**config.mk**
```make
export PLATFORM = sky130hd
export DESIGN_NAME = egbi_ctrl
export DESIGN_NICKNAME = d
export VERILOG_FILES = /design/src/rtl/egbi_pkg.sv /design/src/rtl/egbi_ctrl.sv
export SDC_FILE = /design/constraint.sdc
export NUM_CORES = 1
export LEC_CHECK = 0
export BUFFER_PORTS_ARGS = -buffer_cell sky130_fd_sc_hd__buf_2
export CAP_MARGIN = 20
export CORE_UTILIZATION = 25
export CTS_CLUSTER_DIAMETER = 100
export DETAILED_ROUTE_END_ITERATION = 6
export SYNTH_ARGS = -nofsm -noshare
export SYNTH_HDL_FRONTEND = slang
export SYNTH_SLANG_ARGS = --single-unit
```
**constraint.sdc**
```tcl
create_clock -name clk -period 2.28 [get_ports clk]
set_input_delay 0.456 -clock clk [delete_from_list [all_inputs] [get_ports clk]]
set_output_delay 0.456 -clock clk [all_outputs]
set_load 0.005 [all_outputs]
```
**src/rtl/egbi_pkg.sv**
```systemverilog
// shared types and constants for the elevation grid bicubic interpolator
package egbi_pkg;

  // stream payload widths
  localparam int S_TDATA_W = 64;
  localparam int M_TDATA_W = 32;
  localparam int OUT_W = 25;

  // configuration port
  localparam int CFG_IDX_W = 1;
  localparam int CFG_DATA_W = 9;
  localparam logic [CFG_IDX_W-1:0] CFG_COLS = 1'b0;
  localparam logic [CFG_IDX_W-1:0] CFG_ROWS = 1'b1;
  localparam logic [CFG_DATA_W-1:0] SIZE_RESET = 9'd256;

  // width of a grid size limit (up to 511)
  localparam int LIM_W = 13;

  // item kinds carried in tuser
  localparam logic OP_WRITE = 1'b0;
  localparam logic OP_QUERY = 1'b1;

  // void post marker
  localparam logic signed [15:0] VOID_POST = 16'sh8000;

  // output saturation bounds
  localparam int OUT_MAX = 16777215;
  localparam int OUT_MIN = -16777216;

  // controller to datapath commands
  typedef struct packed {
    logic       wr;
    logic       load;
    logic       sq;
    logic       cube;
    logic       wgt;
    logic       rd;
    logic [3:0] step;
    logic       out_load;
  } egbi_cmd_t;

  // datapath to controller status
  typedef struct packed {
    logic done;
    logic out_full;
  } egbi_status_t;

endpackage

```
**src/rtl/egbi_ctrl.sv**
```systemverilog
// sequencing controller: post writes, weight setup, sixteen post reads, result hand-off
module egbi_ctrl import egbi_pkg::*; (
  input  logic         clk,
  input  logic         rst,
  input  logic         s_tvalid,
  input  logic         s_tuser,
  output logic         s_tready,
  input  logic         m_tready,
  input  egbi_status_t status,
  output egbi_cmd_t    cmd
);

  localparam logic [2:0] ST_IDLE  = 3'd0;
  localparam logic [2:0] ST_SQ    = 3'd1;
  localparam logic [2:0] ST_CUBE  = 3'd2;
  localparam logic [2:0] ST_WGT   = 3'd3;
  localparam logic [2:0] ST_READ  = 3'd4;
  localparam logic [2:0] ST_DRAIN = 3'd5;
  localparam logic [2:0] ST_LOAD  = 3'd6;

  logic [2:0] state, state_next;
  logic [3:0] cnt, cnt_next;

  // state and read counter
  always_ff @(posedge clk) begin
    if (rst) begin
      state <= ST_IDLE;
      cnt <= '0;
    end else begin
      state <= state_next;
      cnt <= cnt_next;
    end
  end

  // next state and commands
  always_comb begin
    state_next = state;
    cnt_next = cnt;
    cmd = '0;
    cmd.step = cnt;
    s_tready = 1'b0;
    case (state)
      ST_IDLE: begin
        s_tready = 1'b1;
        if (s_tvalid) begin
          if (s_tuser == OP_WRITE) begin
            cmd.wr = 1'b1;
          end else begin
            cmd.load = 1'b1;
            state_next = ST_SQ;
          end
        end
      end
      ST_SQ: begin
        cmd.sq = 1'b1;
        state_next = ST_CUBE;
      end
      ST_CUBE: begin
        cmd.cube = 1'b1;
        state_next = ST_WGT;
      end
      ST_WGT: begin
        cmd.wgt = 1'b1;
        cnt_next = '0;
        state_next = ST_READ;
      end
      ST_READ: begin
        cmd.rd = 1'b1;
        cnt_next = cnt + 4'd1;
        if (cnt == 4'd15) state_next = ST_DRAIN;
      end
      ST_DRAIN: begin
        if (status.done) state_next = ST_LOAD;
      end
      ST_LOAD: begin
        if (!status.out_full || m_tready) begin
          cmd.out_load = 1'b1;
          state_next = ST_IDLE;
        end
      end
      default: begin
        state_next = ST_IDLE;
      end
    endcase
  end

endmodule

```
# Yosys cells after proc, flatten, opt, wreduce, memory -nomap -nowiden
# Index checks and enable logic that the tools add are counted.
[classes] n_addsub=1 eq_ne=12 reduce_logical=5 muxes=18
[op_table] op="$pmux W3 S7" n=1
[op_table] op="$mux W3" n=5
[op_table] op="$ne A2 B2 Y1 const B" n=5
[op_table] op="$eq A3 B3 Y1 const B" n=3
[op_table] op="$mux W1" n=9
[op_table] op="$pmux W4 S2" n=1
[op_table] op="$eq A3 B2 Y1 const B" n=2
[op_table] op="$reduce_and A5 Y1" n=1
[op_table] op="$add A4 B1 Y4 const B" n=1
[op_table] op="$eq A4 B4 Y1 const B" n=1
[op_table] op="$mux W2" n=2
[op_table] op="$eq A3 B1 Y1 const B" n=1
[op_table] op="$logic_not A3 Y1" n=1
[op_table] op="$reduce_bool A2 Y1" n=1
[op_table] op="$logic_not A1 Y1" n=1
[op_table] op="$logic_or A1 B1 Y1" n=1
[word_totals] out_inout_bits=12 regBits=7

# Longest topological paths before layout
# Gate-level depths: netlist of run 1.
[logic_depth] word_depth=4 mapped_depth=5

# Least setup slack after synthesis of run 1
# No wires, ideal clock.
[synth_timing] path_kind="register -> output" from="register state[0]" to="output cmd[9] in the netlist's numbering" path_slack_ps=831 t_arrival_ps=993 required_ps=1824 path_stages_with_launch=4 path_cell_list="dfxtp_1 -> clkbuf_1 -> nor3_1 -> and3_1"
[synth_lines] item="start, declared" line_no="egbi_ctrl.sv:21" source="logic [2:0] state, state_next;"
[synth_lines] item="start signal, assigned" line_no="egbi_ctrl.sv:30" source="state <= state_next;"
[synth_lines] item="end, declared" line_no="egbi_ctrl.sv:10" source="output egbi_cmd_t cmd"

==> results of run 1 <==
==> metrics by stage <==
stage | cells | worst slack, ns | utilization [%] | power (mW)
floorplan | 50 | 0.831 | - | 0.158
global placement | 82 | 0.733 | 33.9 | 0.175
detailed placement | 82 | 0.713 | 33.9 | 0.177
CTS | 86 | 0.431 | 35.6 | 0.298
global route | 86 | 0.324 | 35.6 | 0.312
finish | 86 | 0.419 | 35.6 | 0.296
==> cell type report <==
cell class	count	share of cell area, %
sequential	7	25.3
timing repair buffer	18	16.3
inverter	3	2.93
clock buffer	4	4.74
tap	16	3.61
multi-input combinational	38	47.2
==> metal layers <==
metal | GRT usage [%] | share of wire, % | up-vias | wire [um]
met5 | 0 | 0 | - | 0
met4 | 3.75 | 0 | 0 | 0
met3 | 7.50 | 10 | 0 | 96
met2 | 16.4 | 41 | 22 | 394
met1 | 15.4 | 49 | 194 | 469
li1 | - | - | 223 | -
==> worst max-delay path, cell delays in order, from the launching register on <==
cell	delay [ns]
dfxtp_1	0.47
or3b_4	0.46
clkinv_4	0.10
buf_2	0.11
==> cell usage in the layout, fill, tap and decap left out <==
cell      count
a41oi_4       1
nand4_1       1
nand3b_1      1
a311oi_2      1
nand2_1       5
inv_1         2
ha_1          1
dfxtp_1       7
a21oi_1       7
clkbuf_4      3
a211o_2       1
nor3_1        3
buf_2        18
nand3_1       4
a311oi_1      1
and3_1        1
or3b_4        1
clkbuf_1      1
nor3b_1       2
nor2_1        1
nand2b_1      4
o32a_2        1
or2b_1        1
o21ai_0       1
clkinv_4      1
==> kinds of logic after synthesis <==
logic type / count (synthesis) / synth area share, %
buffers and inverters: 5 / 7.23
flip-flops: 7 / 32.4
AO/OA/AOI/OAI: 13 / 26.0
adder cells (fa/ha/maj): 1 / 2.89
AND/OR/NAND/NOR: 24 / 31.5
==> worst max path at each step <==
stage	end	slack (ns)
floorplan	cmd[9]	0.83
CTS	cmd[5]	0.43
global placement	cmd[5]	0.73
detailed placement	cmd[5]	0.71
global route	cmd[5]	0.32
finish	cmd[5]	0.42
==> state kept, by name, indices dropped and copies added, names as in the netlist <==
name	flops
cnt	4
state	3
==> power by group through the flow <==
stage          clock (mW)  combinational, mW  sequential, mW
2_1_floorplan           0             0.0266           0.131
3_3_place_gp            0             0.0400           0.135
3_5_place_dp            0             0.0411           0.135
4_1_cts             0.124             0.0412           0.133
5_1_grt             0.131             0.0464           0.135
6_report            0.122             0.0410           0.133
==> metrics.txt, run 1 <==
area of the mapped netlist=433 um2; ys flop type=dfxtp_1; clock root buffer master=clkbuf_4; RSZ-0062 raised after global routing=no; Netlist cell types=24; clk_skew=0.00381 ns; htree depth=1; failing checks=DRC; Req. time, crit path=1.82 ns; Switch Pwr=0.0815 mW; number of CTS-inserted buffers=3; share of Yosys cell area claimed by the top area cell type=32.4%; reg2reg path depth=4; area grow syn2layout=28.0%; Post-CTS Setup Inserts=0; dpl hpwl=677 um; area post-placement=528 um2; FF/Latch Area=140 um2; gpl congestion=0.743; CTS tree=yes; CTS max path bufs=2; maximum vdd ir drop=227 uV; critical path launch point=state[2]; kind of critical path=reg -> out; final-stage net count=79; Final min period=1.86 ns; Synth Register Bits=7; worst reg2reg endpoint=cnt[3]; WL per Instance=11.2 um; clock sink count=7; syn avg cell area=8.66 um2; initial DRC count=12; total grt overflow=0; max_slew headroom=79.9%; top cell type by total area after synthesis=dfxtp_1; hold_sp=rst; Chip Height=43.6 um; Gate power share=13.8%; layout cells sized above 1=38.6%; FF-to-FF Start=state[2]; remaining antenna violation count=0; maximum number of pins on one net before global-route repair=12; synth warn=0; area occupied by multi-input gates=262 um2; final hold violation count=0; Max Transition Viols Final=0; vias per inst=5.10; DIE AREA=0.00190 mm2; syn nets=58; Post-synth EDFFs=0; Cell Rows=14; P_leak=0.244 nW; Max Cap Violations=0; crit share post-route=81.6%; top cells by area, synth=dfxtp_1 (32%), a21oi_1 (8.1%), a41oi_4 (6.4%); CP endpoint kind=output port; Total GRT Usage=12.0%; Core Region=0.00156 mm2; clk_lat worst skew=0.26 ns; final instance area=554 um2; clock power share=41.3%; Mapped Cells=50; via count=439; DR pass1 iterations=5; filler cell count=160; Net Sw Frac=27.5%; vias in the first global route=370; WL final=961 um; DRC=3; status=finished, violations left; flop2flop setup slack=0.81 ns; startpoint types=flop; CP max FO=10; smallest hold slack=0.453 ns; hold path endpoint=cnt[3]; Setup Viol. Count Final=0; Arr. time, crit path=1.40 ns; Sequential Power Share=44.9%; Worst-Margin Slew=0.301 ns; antenna violations before repair=0; Seq/Total Area, Yosys=32.4%; Hold Path Stages=2; Fmax=537 MHz; hold-fix buffers at CTS=0; port bufs=18; die width=43.6 um; Worst-path clk slew=0.06 ns; io pins=19; Pint=0.214 mW; Initial Util=27.8%; worst min path class=in -> reg; first-pass GRT wire length=1.63 mm; setup TNS=0 ns; Pwr Density=534 mW/mm2; antenna cells=0; synth cell count leaders=a21oi_1 (7), dfxtp_1 (7), nand2_1 (5), nand2b_1 (4), nand3_1 (4); post-CTS resize count=0; Async SR Flop Fraction=0%
No activity file was read; power rests on OpenSTA's default activity.
==> run 2: changes to the inputs <==
==> constraint.sdc (replaced) <==
create_clock -name clk -period 2 [get_ports clk]
set_input_delay 0.4 -clock clk [delete_from_list [all_inputs] [get_ports clk]]
set_output_delay 0.4 -clock clk [all_outputs]
set_load 0.005 [all_outputs]
==> run 2 against run 1 <==
The run still ends with DRC left. Setup slack worse by 0.19 ns. Combinational power increased by 12%. Non-clock buffer count stayed put. Design area stayed put. Hold slack lost 0.042 ns. Largest cell class unchanged. Sequential share of layout area did not move. Sequential power grew 14%. Final cell count unchanged. Die area unchanged. Critical path depth unchanged. Global-route usage is 1.4 points lower. Clock skew down 0.0017 ns.
==> metrics.txt, run 2 (synthesis results as in run 1) <==
number of CTS-inserted buffers=3 (unchanged); die width=43.6 um (unchanged); final-stage net count=79 (unchanged); hold-fix buffers at CTS=0 (unchanged); Setup Viol. Count Final=0 (unchanged); DIE AREA=0.00190 mm2 (unchanged); htree depth=1 (unchanged); Pwr Density=583 mW/mm2 (was 534 mW/mm2); Core Region=0.00156 mm2 (unchanged); io pins=19 (unchanged); Arr. time, crit path=1.37 ns (was 1.40 ns); antenna violations before repair=0 (unchanged); initial DRC count=8 (was 12); Fmax=565 MHz; registers with the highest flip-flop counts=cnt: 4 flops, state: 3 flops (unchanged); Max Transition Viols Final=0 (unchanged); Worst-Margin Slew=0.317 ns (was 0.301 ns); setup TNS=0 ns (unchanged); WL final=859 um (was 961 um); reg2reg path depth=4 (unchanged); commonest non-fill, non-tap cells in the layout=buf_2 (18), a21oi_1 (7), dfxtp_1 (7) (unchanged); antenna cells=0 (unchanged); CTS max path bufs=2 (unchanged); CP max FO=10 (unchanged); port bufs=18 (unchanged); Req. time, crit path=1.60 ns (was 1.82 ns); Cells after DPL=82 (unchanged); Cell Rows=14 (unchanged); critical path launch point=state[2] (unchanged); Core Util, Final=35.6% (unchanged); status=finished, violations left (unchanged); Max Cap Violations=0 (unchanged); RSZ-0062 raised after global routing=no (unchanged); clock sink count=7 (unchanged); Total GRT Usage=10.6% (was 12.0%); worst reg2reg endpoint=cnt[3] (unchanged); CP Capture Point=cmd[5] (unchanged); vias per inst=4.85 (was 5.10); P_leak=0.244 nW (unchanged); Net Sw Frac=24.6% (was 27.5%); Hold Path Stages=2 (unchanged); Sequential Power Share=47.0% (was 44.9%); Final min period=1.77 ns; clock root buffer master=clkbuf_4 (unchanged); vias in the first global route=329 (was 370); via count=417 (was 439); DR pass1 iterations=6 (was 5); max_slew headroom=78.9% (was 79.9%); kind of critical path=reg -> out (unchanged); CTS tree=yes (unchanged); Gate power share=14.2% (was 13.8%); CP endpoint kind=output port (unchanged); Switch Pwr=0.0793 mW (was 0.0815 mW); Chip Height=43.6 um (unchanged); clk_skew=0.00207 ns (was 0.00381 ns); max FFs per register=4 (unchanged); final hold violation count=0 (unchanged); failing checks=DRC (unchanged); WL per Instance=9.99 um (was 11.2 um); maximum number of pins on one net before global-route repair=12 (unchanged); worst min path class=in -> reg (unchanged); Worst-path clk slew=0.05 ns (was 0.06 ns); clk_lat worst skew=0.25 ns (was 0.26 ns); non-filler cells, final=86 (unchanged); Biggest register=cnt (unchanged); filler cell count=173 (was 160); crit share post-route=88.5%; DRC=3 (unchanged); clock power share=38.8% (was 41.3%); startpoint types=flop (unchanged); post-CTS resize count=0 (unchanged); Initial Util=27.8% (unchanged); Pint=0.244 mW (was 0.214 mW); first-pass GRT wire length=1.45 mm (was 1.63 mm); maximum vdd ir drop=260 uV (was 227 uV); most common cell after layout, fill and taps aside=buf_2 (unchanged); dpl hpwl=655 um (was 677 um); layout cells sized above 1=38.6% (unchanged); flop2flop setup slack=0.55 ns (was 0.81 ns); FF-to-FF Start=state[2] (unchanged); gpl congestion=0.746 (was 0.743); area grow syn2layout=28.0% (unchanged); total grt overflow=0 (unchanged); Post-CTS Setup Inserts=0 (unchanged); remaining antenna violation count=0 (unchanged)
## run 2: cell counts in the layout (fill, tap and decap cells not counted)
No cell type changed its count.
## run 2: worst min path at each step
stage,slack (ns),from,endpoint
3_3_place_gp,0.56,cnt[3],state[0]
4_1_cts,0.41,rst,cnt[3]
6_report,0.41,rst,cnt[3]
2_1_floorplan,0.47,rst,cnt[3]
5_1_grt,0.41,rst,state[0]
3_5_place_dp,0.56,cnt[1],cnt[1]
## run 2: power by group through the flow
stage          Sequential (mW)  Combinational, mW  Clock (mW)
2_1_floorplan            0.150             0.0303           0
3_3_place_gp             0.154             0.0453           0
3_5_place_dp             0.155             0.0460           0
4_1_cts                  0.152             0.0462       0.133
5_1_grt                  0.153             0.0513       0.142
6_report                 0.152             0.0460       0.125
## run 2: metal layers
| metal | vias to the layer above | part of all wire (%) | wire [um] | track usage, % |
|---|---|---|---|---|
| li1 | 225 | - | - | - |
| met1 | 170 | 54 | 463 | 15.3 |
| met2 | 20 | 35 | 300 | 12.5 |
| met3 | 2 | 9.2 | 79 | 3.75 |
| met4 | 0 | 1.7 | 15 | 7.50 |
| met5 | - | 0 | 0 | 0 |
## run 2: cell type report
| type | instances | area, um2 | share of cell area, % |
|---|---|---|---|
| Clock buffer | 4 | 26.3 | 4.74 |
| Inverter | 3 | 16.3 | 2.93 |
| Multi-Input combinational cell | 38 | 262 | 47.2 |
| Sequential cell | 7 | 140 | 25.3 |
| Tap cell | 16 | 20.0 | 3.61 |
| Timing Repair Buffer | 18 | 90.1 | 16.3 |
## run 2: through the flow
stage | setup slack [ns] | cell area (um2) | power [mW] | hold slack, ns
detailed placement | 0.492 | 528 | 0.201 | 0.562
global placement | 0.509 | 528 | 0.200 | 0.563
global route | 0.168 | 554 | 0.346 | 0.413
finish | 0.229 | 554 | 0.323 | 0.411
CTS | 0.220 | 554 | 0.331 | 0.406
floorplan | 0.607 | 433 | 0.180 | 0.468
## run 2: critical path: stages (launching register included)
cell and delay (ns):
dfxtp_1 0.46, or3b_4 0.46, clkinv_4 0.10, buf_2 0.11
==> run 3: changes to the inputs <==
--- a/config.mk
+++ b/config.mk
@@ -10,6 +10,7 @@
 export CORE_UTILIZATION = 25
 export CTS_CLUSTER_DIAMETER = 100
 export DETAILED_ROUTE_END_ITERATION = 6
+export RECOVER_POWER = 100
 export SYNTH_ARGS = -nofsm -noshare
 export SYNTH_HDL_FRONTEND = slang
 export SYNTH_SLANG_ARGS = --single-unit
==> run 3 against run 2 <==
The run still ends with DRC left. Final cell count unchanged. Design area down 2.7%. Power down 0.56%. Sequential power about the same. Global-route usage unchanged. First-iteration DRC count up 13%. Clock skew about the same. Clock power about the same. Sequential share of layout area up 0.70 points. Non-clock buffer count unchanged. Critical endpoint unchanged.
==> metrics.txt, run 3 (synthesis results as in run 1) <==
status=finished, violations left (unchanged); failing checks=DRC (unchanged); Final min period=1.82 ns (was 1.77 ns); RSZ-0062 raised after global routing=no (unchanged); max FFs per register=4 (unchanged); Worst-Margin Slew=0.312 ns (was 0.317 ns); non-filler cells, final=86 (unchanged); Setup Viol. Count Final=0 (unchanged); registers with the highest flip-flop counts=cnt: 4 flops, state: 3 flops (unchanged); commonest non-fill, non-tap cells in the layout=buf_2 (12), a21oi_1 (7), dfxtp_1 (7) (was buf_2 (18), a21oi_1 (7), dfxtp_1 (7)); Biggest register=cnt (unchanged); final-stage net count=79 (unchanged); startpoint types=flop (unchanged); antenna violations before repair=0 (unchanged); Arr. time, crit path=1.42 ns (was 1.37 ns); CP bufs+invs=2 (unchanged); die width=43.6 um (unchanged); gr busiest metal=met1 (unchanged); Core Util, Final=34.6% (was 35.6%); Cells after DPL=82 (unchanged); Core Region=0.00156 mm2 (unchanged); io pins=19 (unchanged); met3 GRT Util=3.75% (unchanged); Chip Height=43.6 um (unchanged); final hold violation count=0 (unchanged); initial DRC count=9 (was 8); CTS tree=yes (unchanged); DR pass1 iterations=6 (unchanged); WL final=864 um (was 859 um); FF-to-FF Start=state[2] (unchanged); maximum number of pins on one net before global-route repair=12 (unchanged); crit share post-route=91.1% (was 88.5%); Total GRT Usage=10.6% (unchanged); DRC=3 (unchanged); critical path launch point=state[2] (unchanged); Pwr Density=596 mW/mm2 (was 583 mW/mm2); area grow syn2layout=24.6% (was 28.0%); max incr delay on CP=0.48 ns (was 0.46 ns); clk_lat worst skew=0.25 ns (about the same); CP endpoint kind=output port (unchanged); reg2reg path depth=4 (unchanged); WL per Instance=10.0 um (was 9.99 um); cell depth of the worst setup path=3 (unchanged); hold-fix buffers at CTS=0 (unchanged); via count=420 (was 417); Cell Rows=14 (unchanged); total grt overflow=0 (unchanged); CP Capture Point=cmd[5] (unchanged); crit-path cells=or3b_1, clkinv_4, buf_2 (was or3b_4, clkinv_4, buf_2); Initial Util=27.8% (unchanged); Slowest cell on crit path=or3b_1 (was dfxtp_1); Post-CTS Setup Inserts=0 (unchanged); Fmax=549 MHz (was 565 MHz); post-CTS resize count=0 (unchanged); clock root buffer master=clkbuf_4 (unchanged); CP delay by family, top=simple AND/OR/NAND/NOR gates (was flip-flops); Req. time, crit path=1.60 ns (about the same); Hold Path Stages=2 (unchanged); maximum vdd ir drop=260 uV (about the same); kind of critical path=reg -> out (unchanged); setup TNS=0 ns (unchanged); flop2flop setup slack=0.50 ns (was 0.55 ns); Max Transition Viols Final=0 (unchanged); worst min path class=in -> reg (unchanged); remaining antenna violation count=0 (unchanged); antenna cells=0 (unchanged); first-pass GRT wire length=1.45 mm (unchanged); GRT met1 Usage=15.3% (unchanged); max_slew headroom=79.1% (was 78.9%); worst reg2reg endpoint=cnt[3] (unchanged); P_leak=0.220 nW (was 0.244 nW); number of CTS-inserted buffers=3 (unchanged); Worst-path clk slew=0.05 ns (about the same); filler cell count=178 (was 173); vias per inst=4.88 (was 4.85); CP max FO=10 (unchanged); CTS max path bufs=2 (unchanged); FF/Latch Area=140 um2 (unchanged); clock sink count=7 (unchanged); clk_skew=0.00207 ns (about the same); most common cell after layout, fill and taps aside=buf_2 (unchanged); vias in the first global route=329 (unchanged); Max Cap Violations=0 (unchanged); dpl hpwl=655 um (unchanged); total power=0.321 mW (was 0.323 mW); area occupied by multi-input gates=253 um2 (was 262 um2); DIE AREA=0.00190 mm2 (unchanged); htree depth=1 (unchanged); port bufs=18 (unchanged); layout cells sized above 1=28.6% (was 38.6%); gpl congestion=0.746 (unchanged); grt met2 use=12.5% (unchanged)
-- run 3: where the power goes --
group | total [mW] | leakage [nW] | internal [mW] | switching [mW]
clock | 0.126 | 0.0150 | 0.0760 | 0.0496
sequential | 0.152 | 0.0567 | 0.144 | 0.00797
combinational | 0.0441 | 0.149 | 0.0223 | 0.0218
total | 0.321 | 0.220 | 0.242 | 0.0794
-- run 3: per-layer routing --
layer | up-vias | share of wire (%)
met2 | 20 | 35
met4 | 0 | 1.7
li1 | 225 | -
met3 | 2 | 10
met1 | 173 | 53
met5 | - | 0
-- run 3: worst min path at each step --
stage,startpoint,end,slack [ns]
2_1_floorplan,rst,cnt[3],0.47
3_3_place_gp,cnt[3],state[0],0.56
3_5_place_dp,cnt[1],cnt[1],0.56
4_1_cts,rst,cnt[3],0.41
5_1_grt,rst,state[0],0.41
6_report,rst,cnt[1],0.40
-- run 3: layout make-up --
cell class	instances	share of cell area [%]
inverter	3	3.02
multi-input combinational	38	46.9
clock buffer	4	4.87
sequential	7	26.0
tap	16	3.71
timing repair buffer	18	15.5
-- run 3: stage by stage --
stage | hold WS (ns) | worst slack (ns) | instance area, um2
floorplan | 0.468 | 0.607 | 433
global placement | 0.563 | 0.509 | 528
detailed placement | 0.562 | 0.492 | 528
CTS | 0.406 | 0.220 | 554
global route | 0.409 | 0.0978 | 539
finish | 0.405 | 0.178 | 539
